`src/scd_pkg.sv`:
```
`timescale 1ns / 1ps

package scd_pkg;

    // field widths
    localparam int BYTE_W   = 8;
    localparam int POS_W    = 4;
    localparam int RAW_W    = 16;
    localparam int TEMP_W   = 19;
    localparam int STATUS_W = 2;
    localparam int PROD_W   = 21;

    // stream packing, padded to whole bytes
    localparam int S_TDATA_W = 8;
    localparam int M_TDATA_W = 24;

    // crc and frame constants
    localparam logic [BYTE_W-1:0] CRC_POLY  = 8'h8C;
    localparam logic [BYTE_W-1:0] IDLE_BYTE = 8'hFF;
    localparam logic [POS_W-1:0]  POS_LOW   = 4'd0;
    localparam logic [POS_W-1:0]  POS_HIGH  = 4'd1;
    localparam logic [POS_W-1:0]  CRC_BYTES = 4'd8;
    localparam logic [POS_W-1:0]  POS_DONE  = 4'd9;

    // result status codes
    typedef enum logic [STATUS_W-1:0] {
        ST_GOOD = 2'd0,
        ST_IDLE = 2'd1,
        ST_HELD = 2'd2
    } t_status;

    // frame tracker to decoder
    typedef struct packed {
        logic             done;
        logic             crc_ok;
        logic             idle;
        logic [RAW_W-1:0] raw;
    } t_frame_evt;

    // reflected crc-8, one byte
    function automatic logic [BYTE_W-1:0] crc8_byte(input logic [BYTE_W-1:0] crc,
                                                    input logic [BYTE_W-1:0] b);
        logic [BYTE_W-1:0] c;
        c = crc ^ b;
        for (int k = 0; k < BYTE_W; k++) begin
            if (c[0]) begin
                c = (c >> 1) ^ CRC_POLY;
            end else begin
                c = c >> 1;
            end
        end
        return c;
    endfunction

endpackage

```
`src/scd_frame.sv`:
```
`timescale 1ns / 1ps

module scd_frame (
    input  logic                         i_clk,
    input  logic                         i_rst_n,
    input  logic                         i_valid,
    input  logic                         i_advance,
    input  logic [scd_pkg::BYTE_W-1:0]   i_byte,
    input  logic                         i_start,
    output scd_pkg::t_frame_evt          o_evt
);

    logic [scd_pkg::BYTE_W-1:0] r_crc, n_crc;
    logic [scd_pkg::POS_W-1:0]  r_pos, n_pos;
    logic [scd_pkg::BYTE_W-1:0] r_low, n_low;
    logic [scd_pkg::BYTE_W-1:0] r_high, n_high;

    logic [scd_pkg::BYTE_W-1:0] w_crc_eff;
    logic [scd_pkg::POS_W-1:0]  w_pos_eff;

    // a frame start restarts counter and crc before the byte is taken
    assign w_crc_eff = i_start ? '0 : r_crc;
    assign w_pos_eff = i_start ? '0 : r_pos;

    // next state for one byte
    always_comb begin
        n_crc  = r_crc;
        n_pos  = r_pos;
        n_low  = r_low;
        n_high = r_high;
        if (i_advance) begin
            n_crc = w_crc_eff;
            n_pos = w_pos_eff;
            if (w_pos_eff < scd_pkg::CRC_BYTES) begin
                if (w_pos_eff == scd_pkg::POS_LOW) begin
                    n_low = i_byte;
                end
                if (w_pos_eff == scd_pkg::POS_HIGH) begin
                    n_high = i_byte;
                end
                n_crc = scd_pkg::crc8_byte(w_crc_eff, i_byte);
                n_pos = w_pos_eff + 4'd1;
            end else if (w_pos_eff == scd_pkg::CRC_BYTES) begin
                n_pos = scd_pkg::POS_DONE;
            end
        end
    end

    always_ff @(posedge i_clk) begin
        if (!i_rst_n) begin
            r_crc  <= '0;
            r_pos  <= '0;
            r_low  <= '0;
            r_high <= '0;
        end else begin
            r_crc  <= n_crc;
            r_pos  <= n_pos;
            r_low  <= n_low;
            r_high <= n_high;
        end
    end

    // check byte arrives: report the frame
    always_comb begin
        o_evt.done   = i_valid && (w_pos_eff == scd_pkg::CRC_BYTES);
        o_evt.crc_ok = (w_crc_eff == i_byte);
        o_evt.idle   = (r_low == scd_pkg::IDLE_BYTE) && (r_high == scd_pkg::IDLE_BYTE);
        o_evt.raw    = {r_high, r_low};
    end

endmodule

```
`src/scd_decode.sv`:
```
`timescale 1ns / 1ps

module scd_decode (
    input  logic                          i_clk,
    input  logic                          i_rst_n,
    input  logic                          i_cfg_we,
    input  logic [scd_pkg::BYTE_W-1:0]    i_cfg_wdata,
    input  logic                          i_advance,
    input  scd_pkg::t_frame_evt           i_evt,
    output logic [scd_pkg::TEMP_W-1:0]    o_temp,
    output scd_pkg::t_status              o_status
);

    logic [scd_pkg::BYTE_W-1:0] r_offset;
    logic [scd_pkg::TEMP_W-1:0] r_last_good, n_last_good;

    logic signed [scd_pkg::PROD_W-1:0] w_raw_ext;
    logic signed [scd_pkg::PROD_W-1:0] w_prod;
    logic signed [scd_pkg::PROD_W-1:0] w_biased;
    logic        [scd_pkg::TEMP_W-1:0] w_scaled;
    logic        [scd_pkg::TEMP_W-1:0] w_good;

    // raw * 625 / 100 == raw * 25 / 4, truncated toward zero
    assign w_raw_ext = $signed({{(scd_pkg::PROD_W-scd_pkg::RAW_W){i_evt.raw[scd_pkg::RAW_W-1]}},
                                i_evt.raw});
    assign w_prod    = (w_raw_ext <<< 4) + (w_raw_ext <<< 3) + w_raw_ext;
    assign w_biased  = w_prod + $signed({{(scd_pkg::PROD_W-2){1'b0}},
                                         w_prod[scd_pkg::PROD_W-1], w_prod[scd_pkg::PROD_W-1]});
    assign w_scaled  = w_biased[scd_pkg::PROD_W-1:2];
    assign w_good    = w_scaled + {{(scd_pkg::TEMP_W-scd_pkg::BYTE_W){1'b0}}, r_offset};

    // result select
    always_comb begin
        if (i_evt.crc_ok) begin
            o_temp   = w_good;
            o_status = scd_pkg::ST_GOOD;
        end else if (i_evt.idle) begin
            o_temp   = '0;
            o_status = scd_pkg::ST_IDLE;
        end else begin
            o_temp   = r_last_good;
            o_status = scd_pkg::ST_HELD;
        end
    end

    // hold last good reading
    always_comb begin
        n_last_good = r_last_good;
        if (i_advance && i_evt.done && i_evt.crc_ok) begin
            n_last_good = w_good;
        end
    end

    always_ff @(posedge i_clk) begin
        if (!i_rst_n) begin
            r_offset    <= '0;
            r_last_good <= '0;
        end else begin
            if (i_cfg_we) begin
                r_offset <= i_cfg_wdata;
            end
            r_last_good <= n_last_good;
        end
    end

endmodule

```
`src/scratchpad_crc_temperature_decode.sv`:
```
`timescale 1ns / 1ps
// output: the ninth byte of a frame passes the input register, then its result is stored in the result register
// throughput: one byte per cycle, except while the check byte waits for a full result register to
//   drain; the crc step and the x25/4 scaling sit between the input register and the result register
// reset: synchronous, active low; clears crc, byte counter, kept bytes, last good
//   reading and offset, and empties both registers

module scratchpad_crc_temperature_decode (
    input  logic                              i_clk,
    input  logic                              i_rst_n,
    input  logic                              i_cfg_we,
    input  logic [scd_pkg::BYTE_W-1:0]        i_cfg_wdata,
    input  logic                              s_axis_tvalid,
    output logic                              s_axis_tready,
    input  logic [scd_pkg::S_TDATA_W-1:0]     s_axis_tdata,  // [7:0] data_byte
    input  logic                              s_axis_tuser,  // [0] frame_start
    output logic                              m_axis_tvalid,
    input  logic                              m_axis_tready,
    output logic [scd_pkg::M_TDATA_W-1:0]     m_axis_tdata,  // [18:0] temperature, rest zero
    output logic [scd_pkg::STATUS_W-1:0]      m_axis_tuser   // [1:0] status
);

    logic                         r_in_valid;
    logic [scd_pkg::BYTE_W-1:0]   r_in_byte;
    logic                         r_in_start;

    logic                         r_out_valid;
    logic [scd_pkg::TEMP_W-1:0]   r_out_temp;
    logic [scd_pkg::STATUS_W-1:0] r_out_status;

    scd_pkg::t_frame_evt          w_evt;
    logic [scd_pkg::TEMP_W-1:0]   w_temp;
    scd_pkg::t_status             w_status;
    logic                         w_advance;

    // the held byte moves on unless it yields a result that cannot be stored
    assign w_advance     = r_in_valid && (!w_evt.done || !r_out_valid || m_axis_tready);
    assign s_axis_tready = !r_in_valid || w_advance;

    // input register
    always_ff @(posedge i_clk) begin
        if (!i_rst_n) begin
            r_in_valid <= 1'b0;
        end else if (s_axis_tready) begin
            r_in_valid <= s_axis_tvalid;
        end
    end

    always_ff @(posedge i_clk) begin
        if (s_axis_tready && s_axis_tvalid) begin
            r_in_byte  <= s_axis_tdata[scd_pkg::BYTE_W-1:0];
            r_in_start <= s_axis_tuser;
        end
    end

    scd_frame u_frame (
        .i_clk     (i_clk),
        .i_rst_n   (i_rst_n),
        .i_valid   (r_in_valid),
        .i_advance (w_advance),
        .i_byte    (r_in_byte),
        .i_start   (r_in_start),
        .o_evt     (w_evt)
    );

    scd_decode u_decode (
        .i_clk       (i_clk),
        .i_rst_n     (i_rst_n),
        .i_cfg_we    (i_cfg_we),
        .i_cfg_wdata (i_cfg_wdata),
        .i_advance   (w_advance),
        .i_evt       (w_evt),
        .o_temp      (w_temp),
        .o_status    (w_status)
    );

    // result register
    always_ff @(posedge i_clk) begin
        if (!i_rst_n) begin
            r_out_valid <= 1'b0;
        end else if (w_advance && w_evt.done) begin
            r_out_valid <= 1'b1;
        end else if (m_axis_tready) begin
            r_out_valid <= 1'b0;
        end
    end

    always_ff @(posedge i_clk) begin
        if (w_advance && w_evt.done) begin
            r_out_temp   <= w_temp;
            r_out_status <= w_status;
        end
    end

    // master side transaction
    assign m_axis_tvalid = r_out_valid;
    assign m_axis_tdata  = {{(scd_pkg::M_TDATA_W-scd_pkg::TEMP_W){1'b0}}, r_out_temp};
    assign m_axis_tuser  = r_out_status;

endmodule
```
`config.mk`:
```
export PLATFORM = sky130hd
export DESIGN_NAME = scratchpad_crc_temperature_decode
export DESIGN_NICKNAME = d
export VERILOG_FILES = /design/src/scd_pkg.sv /design/src/scd_frame.sv /design/src/scd_decode.sv /design/src/scratchpad_crc_temperature_decode.sv
export SDC_FILE = /design/constraint.sdc
export NUM_CORES = 1
export LEC_CHECK = 0
export BUFFER_PORTS_ARGS = -buffer_cell sky130_fd_sc_hd__buf_4
export CORE_UTILIZATION = 30
export DETAILED_ROUTE_END_ITERATION = 7
export GPL_TIMING_DRIVEN = 0
export PLACE_DENSITY = 0.53
export REMOVE_ABC_BUFFERS = 1
export SLEW_MARGIN = 20
export SYNTH_ARGS = -nofsm -noshare
export SYNTH_HDL_FRONTEND = slang
export SYNTH_SLANG_ARGS = --single-unit
```
`constraint.sdc`:
```
create_clock -name i_clk -period 6 [get_ports i_clk]
set_input_delay 0.3 -clock i_clk [delete_from_list [all_inputs] [get_ports i_clk]]
set_output_delay 0.3 -clock i_clk [all_outputs]
set_load 0.005 [all_outputs]
```
Word level (Yosys, flattened, before mapping)
Cells that the tools add are included.
Widths: inputs -> output; s select.
{"block": "totals", "regBits": 87, "word_cells": 80}
{"block": "classes", "n_eq_ne": 5, "magnitude_cmp": 1, "add_sub_neg": 5, "muxes": 32, "bitwise": 9, "reduce_logical": 16}
{"cell": "$mux 8", "count": 24}
{"cell": "$mux 19", "count": 2}
{"cell": "$not 2->3", "count": 8}
{"cell": "$add 20x19->21", "count": 1}
{"cell": "$add 21x16->21", "count": 1}
{"cell": "$add 21x3->21", "count": 1}
{"cell": "$add 19x8->19", "count": 1}
{"cell": "$eq 8x8->1 const B", "count": 2}
{"cell": "$mux 4", "count": 3}
{"cell": "$eq 8x8->1", "count": 1}
{"cell": "$xor 8x8->8", "count": 1}
{"cell": "$logic_and 1x1->1", "count": 6}
{"cell": "$reduce_and 3->1", "count": 2}
{"cell": "$add 4x1->4 const B", "count": 1}
{"cell": "$eq 4x1->1 const B", "count": 1}
{"cell": "$eq 4x4->1 const B", "count": 1}
{"cell": "$logic_not 4->1", "count": 1}
{"cell": "$lt 4x4->1 const B", "count": 1}
{"cell": "$logic_not 1->1", "count": 3}
{"cell": "$logic_or 1x1->1", "count": 3}
{"cell": "$mux 1", "count": 2}
{"cell": "$mux 2", "count": 1}
{"cell": "$reduce_bool 2->1", "count": 1}

Depth between registers and ports, before layout
Gate-level depths: netlist of the first run.
{"block": "depth", "word_depth": 35, "mapped_depth": 18, "mapped_depth_nobuf": 18}

Cells and area by module
A second synthesis of the first run with hierarchy kept.
{"block": "hier_totals", "cells_unflattened": 650, "hier_area_um2": 5949.5}
{"module": "scd_decode", "cells_per_inst": 382, "instances": 1, "area_each_um2": 3153.0}
{"module": "scd_frame", "cells_per_inst": 220, "instances": 1, "area_each_um2": 1736.7}
{"module": "scratchpad_crc_temperature_decode", "cells_per_inst": 48, "instances": 1, "area_each_um2": 1059.8}

Worst setup path after synthesis of the first run
Ideal clock, no wire load.
{"block": "synth_path", "path_type": "register to register", "start": "reg u_frame.r_low[4] (netlist bit)", "end": "reg r_out_temp[18] (netlist bit), data pin", "arrival_ps": 4051, "slack_ps": 1687, "path_stages_with_launch": 18, "period_less_slack_ps": 4313, "t_required_ps": 5738, "path_cell_list": "dfxtp_1 > fa_1 > ha_1 > inv_1 > fa_1 > nand3b_1 > or4b_4 > nor3_4 > xor2_1 > ha_1 > or2_2 > a21oi_1 > a21oi_1 > a31oi_1 > nor3_2 > nand4_1 > xor2_1 > o2bb2ai_1"}
{"block": "synth_between", "elab_chain_cells": 5, "elab_cells_between_ends": 8, "cone_classes": "add/sub: 4; eq/ne: 1; mux: 2; reduce/logical: 1"}
{"item": "from (decl)", "line_no": "scd_frame.sv:15", "text": "logic [scd_pkg::BYTE_W-1:0] r_low, n_low;"}
{"item": "from (signal assigned)", "line_no": "scd_frame.sv:58", "text": "r_low <= n_low;"}
{"item": "$add 20x19->21", "line_no": "scd_decode.sv:26", "text": "assign w_prod = (w_raw_ext <<< 4) + (w_raw_ext <<< 3) + w_raw_ext;"}
{"item": "$add 21x16->21", "line_no": "scd_decode.sv:26"}
{"item": "$add 21x3->21", "line_no": "scd_decode.sv:27", "text": "assign w_biased = w_prod + $signed({{(scd_pkg::PROD_W-2){1'b0}},"}
{"item": "$add 19x8->19", "line_no": "scd_decode.sv:30", "text": "assign w_good = w_scaled + {{(scd_pkg::TEMP_W-scd_pkg::BYTE_W){1'b0}}, r_offset};"}
{"item": "$mux 19 (*)", "line_no": "scd_decode.sv:34", "text": "if (i_evt.crc_ok) begin"}
{"item": "via u_decode.o_temp (one bit)", "line_no": "scd_decode.sv:10", "text": "output logic [scd_pkg::TEMP_W-1:0] o_temp,"}
{"item": "to (signal assigned)", "line_no": "scratchpad_crc_temperature_decode.sv:90", "text": "r_out_temp <= w_temp;"}
{"item": "to (decl)", "line_no": "scratchpad_crc_temperature_decode.sv:28", "text": "logic [scd_pkg::TEMP_W-1:0] r_out_temp;"}
The timed path passes the listed nets; every way through them passes the cells marked *.
A chain may end at the register's enable or synchronous reset.

Worst setup path in the final report of the first run
Same ends and word-level chain as after synthesis.

==> impl_metrics.py, run 1 <==
metrics = {
    "global_routing": {
        "grt_overflow": 0,
        "grt_pass1_wl_mm": 20.6,
        "grt_usage_pct": 13.4,
        "antenna_found_initial": 0,
        "grt_max_degree": 41,
        "first_global_vias": 4221,
    },
    "floorplanning": {
        "fp-row-count": 49,
        "io_pins": 50,
        "die-area_mm2": 0.0191,
        "start_util_pct": 30.8,
        "core_area_mm2": 0.0181,
        "die_x_um": 138,
        "fp.dieH_um": 138,
    },
    "clock_tree": {
        "cts-root-buf": "clkbuf_16",
        "numCtsBuffers": 9,
        "cts_sinks": 87,
        "htreeDepth": 3,
        "clock_path_buffers": 2,
        "clk_pin_slew_ps": 70,
        "cts_setup_buffers": 0,
        "cts_hold_buf": 0,
        "postCtsResizedCells": 0,
        "cts_tree": "built",
        "insertion_delay_ps": 350,
    },
    "sta": {
        "slew_violations": 0,
        "setup_violations": 0,
        "setup_tns_ps": 0,
        "finalCriticalPeriod_ps": 4900,
        "slew_headroom_pct": 38.7,
        "fin_crit_sh_pct": 81.7,
        "tightest_slew_ps": 916,
        "rsz0062_at_grt": "no",
        "hold_viol": 0,
        "fmax_mhz": 204,
        "finClkSkew_ps": 9.90,
    },
    "pwr": {
        "p_leak_nw": 2.70,
        "ir_drop_mv": 0.140,
        "power_per_cell_area_mw_per_mm2": 225,
    },
    "critical_path": {
        "cp_slowest_stage_delay_ps": 510,
        "crit_arrival_ps": 4980,
        "crit_slowest_cell": "or4b_4",
        "cp-end-kind": "flop",
        "start_kind": "flop",
        "crit_buf_inv": 1,
        "cp_top_family": "simple AND/OR/NAND/NOR gates",
        "path_max_fanout": 5,
        "required_ps": 6080,
        "crit_type": "reg2reg",
        "cp_cell_sequence": "fa_1 > ha_1 > inv_1 > fa_1 > nand3b_1 > or4b_4 > nor3_4 > nand2_1 > xnor2_1 > ha_1 > a21oi_1 > a21oi_1 > a31oi_1 > nor3_2 > nand4_1 > xor2_1 > o2bb2ai_1",
    },
    "logic_synthesis": {
        "netlist_area_mm2": 0.00557,
        "synth_cell_types": 68,
        "synth_area_leaders": "dfxtp_1, edfxtp_1, ha_1",
        "yosysWarnings": 0,
        "synthCells": 587,
        "postSynth.asyncResetShare_pct": 0,
        "synth_seq_area_share_pct": 36.6,
        "synth_top_area_share_pct": 20.5,
        "synth_edf_count": 30,
        "syn_avg_cell_area_um2": 9.50,
        "ys_ff_latch": 87,
        "yosysMostFrequentCell": "nor2_1",
        "synth_ff_type": "dfxtp_1",
        "synth_top_cell_by_area": "dfxtp_1",
        "synthTopCellsByCount": "nor2_1, dfxtp_1, nand2_1, xnor2_1",
    },
    "final_layout": {
        "antenna_cells": 0,
        "area_growth_pct": 15.9,
        "fillCellCount": 1840,
        "final_core_util_pct": 35.7,
        "nets": 692,
        "drive_gt1_share_pct": 13.1,
    },
    "placement": {
        "place_congestion": 0.795,
        "dp_hpwl_mm": 8.97,
        "portBuffers": 44,
    },
    "hold_path": {
        "hold_class": "in2reg",
    },
    "run_status": {
        "violations": "DRC",
        "status": "finished with violations",
    },
    "routing": {
        "drt-total-wl_mm": 12.1,
        "wire_per_inst_um": 14.1,
        "first_pass_iters": 6,
        "ant_nets": 0,
        "vias": 4212,
        "drtIter0Drc": 158,
        "drc_errors": 18,
        "via_per_inst": 4.93,
    },
    "run": {
        "cap_violations": 0,
    },
}
==> worst paths after layout <==
path | end | slack [ps] | start | cells past startpoint
min reg2reg | u_frame.r_pos[1]$_SDFFE_PN0P_ | 460 | u_frame.r_pos[1]$_SDFFE_PN0P_ | 2
max reg2reg | r_out_temp[18]$_DFFE_PP_ | 1100 | u_frame.r_low[4]$_SDFFE_PN0P_ | 17
max | r_out_temp[18]$_DFFE_PP_ | 1100 | u_frame.r_low[4]$_SDFFE_PN0P_ | 17
min | r_in_start$_DFFE_PP_ | 120 | s_axis_tuser | 1
==> power breakdown <==
group / internal, mW / switching [mW]
sequential: 0.626 / 0.0260
clock: 0.356 / 0.232
combinational: 0.0996 / 0.115
total: 1.08 / 0.374
==> logic make-up after synthesis <==
group / count (synthesis) / synth area share, %
simple gates: 202 / 18.7
buf+inv: 43 / 3.37
other cells: 1 / 0.0673
fa+ha+maj: 49 / 13.2
flops: 87 / 36.6
xor+xnor: 54 / 8.48
mux: 25 / 4.49
compound gates: 126 / 15.2
==> through the flow <==
stage          setup WS [ps]  power (mW)  std cells  area (µm²)  hold WS [ps]
2_1_floorplan           1660       0.823        562        5450           399
3_3_place_gp             341       0.872        835        6070           444
3_5_place_dp            1100       0.880        838        6120           450
4_1_cts                 1090        1.48        854        6450           100
5_1_grt                  777        1.53        855        6460           102
6_report                1100        1.46        855        6460           121
==> worst register-to-register path: cells and delay by family, from the launching register on <==
kind / cells / cell delay [ps]
flip-flops: 1 / 490
AO/OA/AOI/OAI: 4 / 710
XOR/XNOR: 2 / 400
buffers and inverters: 1 / 70
AND/OR/NAND/NOR: 6 / 1500
adder cells (fa/ha/maj): 4 / 1480
==> cell usage in the layout, fill, tap and decap left out, types with 3 or more instances in the layout <==
cell	instances
ha_1	33
o211ai_1	4
conb_1	5
o21a_1	6
a211oi_1	7
dfxtp_1	57
xor2_1	19
and2_1	9
mux2i_1	25
nand2_1	35
nor2_1	63
or3_1	3
a211oi_2	3
inv_1	13
and3_1	5
edfxtp_1	30
nor3_1	5
clkbuf_16	11
a31oi_1	8
nand4_1	8
nand2b_1	11
fa_1	16
xnor2_1	35
nand3b_1	3
o21ai_0	28
nand3_1	32
nor2b_1	8
buf_4	46
a21oi_1	26
a21o_1	10
o21ai_1	8
==> registers in the layout (all words and copies together) (netlist names) <==
name,count
m_axis_tuser,2
m_axis_tvalid,1
r_in_byte,8
r_in_start,1
r_in_valid,1
r_out_temp,19
u_decode.r_last_good,19
u_decode.r_offset,8
u_frame.r_crc,8
u_frame.r_high,8
u_frame.r_low,8
u_frame.r_pos,4
==> cell type report <==
type	count	area, µm²	area share [%]
multi-input cells	461	3380	52.3
well taps	229	287	4.43
inverters	14	52.6	0.813
clock buffers	14	307	4.74
repair buffers	48	380	5.89
clock inverters	2	17.5	0.271
flip-flops and latches	87	2040	31.6
==> metal layers <==
metal | routed length [µm] | GRT usage, % | up-vias
li1 | - | - | 2168
met1 | 5520 | 16.1 | 1948
met2 | 5820 | 23.4 | 76
met3 | 490 | 3.08 | 20
met4 | 252 | 5.09 | 0
met5 | 0 | 0 | -
(Power assumes the default switching activity.)
==> inputs of run 2 (changes only) <==
--- a/config.mk
+++ b/config.mk
@@ -9,7 +9,7 @@
 export CORE_UTILIZATION = 30
 export DETAILED_ROUTE_END_ITERATION = 7
 export GPL_TIMING_DRIVEN = 0
-export PLACE_DENSITY = 0.53
+export PLACE_DENSITY = 0.55
 export REMOVE_ABC_BUFFERS = 1
 export SLEW_MARGIN = 20
 export SYNTH_ARGS = -nofsm -noshare
==> constraint.sdc (replaced) <==
create_clock -name i_clk -period 4.11 [get_ports i_clk]
set_input_delay 0.2055 -clock i_clk [delete_from_list [all_inputs] [get_ports i_clk]]
set_output_delay 0.2055 -clock i_clk [all_outputs]
set_load 0.005 [all_outputs]
==> impl_metrics.py, run 2 (same netlist as run 1, synthesis figures left out) <==
metrics = {
    "sta": {
        "tightest_slew_ps": 1160,
        "finalCriticalPeriod_ps": 4370,
        "setup_violations": 19,
        "finClkSkew_ps": 6.25,
        "fin_crit_sh_pct": 106,
        "slew_violations": 0,
        "slew_headroom_pct": 22.7,
        "fin_ws_ps": -263,
        "rsz0062_at_grt": "yes",
        "hold_viol": 0,
        "fmax_mhz": 229,
    },
    "critical_path": {
        "required_ps": 4190,
        "cp-end-kind": "flop",
        "crit_type": "reg2reg",
        "start_kind": "flop",
        "path_max_fanout": 4,
        "crit_arrival_ps": 4450,
    },
    "pwr": {
        "ir_drop_mv": 0.195,
        "power_per_cell_area_mw_per_mm2": 311,
        "p_leak_nw": 2.81,
    },
    "floorplanning": {
        "fp-row-count": 49,
        "core_area_mm2": 0.0181,
        "fp.dieH_um": 138,
        "die-area_mm2": 0.0191,
        "die_x_um": 138,
        "io_pins": 50,
        "start_util_pct": 30.8,
    },
    "global_routing": {
        "grt_usage_pct": 13.5,
        "antenna_found_initial": 0,
        "first_global_vias": 4340,
        "grt_overflow": 0,
        "grt_pass1_wl_mm": 20.8,
        "grt_max_degree": 41,
    },
    "clock_tree": {
        "clock_path_buffers": 2,
        "insertion_delay_ps": 350,
        "numCtsBuffers": 9,
        "clk_pin_slew_ps": 60,
        "cts_sinks": 87,
        "htreeDepth": 3,
        "cts_tree": "built",
        "cts-root-buf": "clkbuf_16",
    },
    "routing": {
        "vias": 4370,
        "drtIter0Drc": 202,
        "drt-total-wl_mm": 12.4,
        "first_pass_iters": 8,
        "wire_per_inst_um": 14.1,
        "ant_nets": 0,
        "drc_errors": 6,
        "via_per_inst": 5.01,
    },
    "placement": {
        "portBuffers": 44,
        "dp_hpwl_mm": 9.07,
        "place_congestion": 0.788,
        "pre_cts_ws_ps": -733,
    },
    "final_layout": {
        "final_common_cell": "nor2_1",
        "final_cell_mix": "nor2_1, buf_4, dfxtp_1",
        "drive_gt1_share_pct": 21.3,
        "largestRegisters": "r_out_temp x19, u_decode.r_last_good x19",
        "antenna_cells": 0,
        "nets": 710,
        "final_core_util_pct": 37.6,
        "area_growth_pct": 22.2,
    },
    "run_status": {
        "violations": "DRC, setup timing",
        "status": "finished with violations",
    },
    "run": {
        "cap_violations": 0,
    },
    "hold_path": {
        "hold_class": "in2reg",
    },
}
## run 2: per-layer routing
| metal | vias to the layer above | part of all wire [%] | global-route usage (%) |
|---|---|---|---|
| met1 | 2079 | 44 | 15.8 |
| met4 | 0 | 1.7 | 4.91 |
| met2 | 83 | 50 | 24.3 |
| li1 | 2192 | - | - |
| met5 | - | 0 | 0 |
| met3 | 16 | 3.7 | 2.91 |
## run 2: worst paths after layout
check | startpoint | end | slack [ps] | cells after the start
setup / recovery | u_frame.r_low[0]$_SDFFE_PN0P_ | r_out_temp[18]$_DFFE_PP_ | -260 | 17
hold / removal | s_axis_tdata[0] | r_in_byte[0]$_DFFE_PP_ | 30 | 1
setup reg to reg | u_frame.r_low[0]$_SDFFE_PN0P_ | r_out_temp[18]$_DFFE_PP_ | -260 | 17
hold reg to reg | u_decode.r_last_good[1]$_SDFFE_PN0P_ | u_decode.r_last_good[1]$_SDFFE_PN0P_ | 450 | 2
## run 2: what timing repair did
item / in CTS / in global routing
hold buffers: 0 / 0
resized for setup: 26 / 26
pin swaps: 20 / 21
setup buffers: 16 / 2
setup endpoints to repair: 21 / 26
## run 2: final cells by class
class | count | area (µm²)
repair buffers | 66 | 523
clock inverters | 2 | 12.5
well taps | 229 | 287
flip-flops and latches | 87 | 2060
inverters | 14 | 52.6
fillers | 1762 | 11300
clock buffers | 14 | 285
multi-input cells | 461 | 3590
## run 2: worst max-delay path, cell delays in order, from the launching register on
cell and delay (ps):
dfxtp_4 340, fa_1 540, ha_2 190, inv_2 40, fa_2 410, nand3b_1 170
or4b_4 520, buf_6 140, xnor2_1 120, ha_1 340, and2_1 160, a31oi_2 60
a21oi_4 230, a31oi_4 130, nor3_4 240, nand4_1 180, xor2_2 230, o2bb2ai_1 80
## run 2: power breakdown
| part | internal [mW] | total [mW] | switching [mW] | leakage [nW] |
|---|---|---|---|---|
| clock | 0.479 | 0.806 | 0.328 | 0.144 |
| combinational | 0.171 | 0.358 | 0.186 | 1.92 |
| sequential | 0.914 | 0.950 | 0.0364 | 0.753 |
| total | 1.56 | 2.11 | 0.550 | 2.81 |
## run 2: through the flow
| stage | std cells | instance area, µm² | setup TNS (ps) | hold WS, ps | power [mW] |
|---|---|---|---|---|---|
| global route | 873 | 6810 | -7000 | 19.0 | 2.22 |
| global placement | 835 | 6070 | -23930 | 384 | 1.27 |
| finish | 873 | 6810 | -3250 | 31.7 | 2.11 |
| CTS | 871 | 6660 | -5360 | 22.1 | 2.12 |
| floorplan | 562 | 5450 | -1380 | 304 | 1.20 |
| detailed placement | 839 | 6130 | -8550 | 385 | 1.28 |
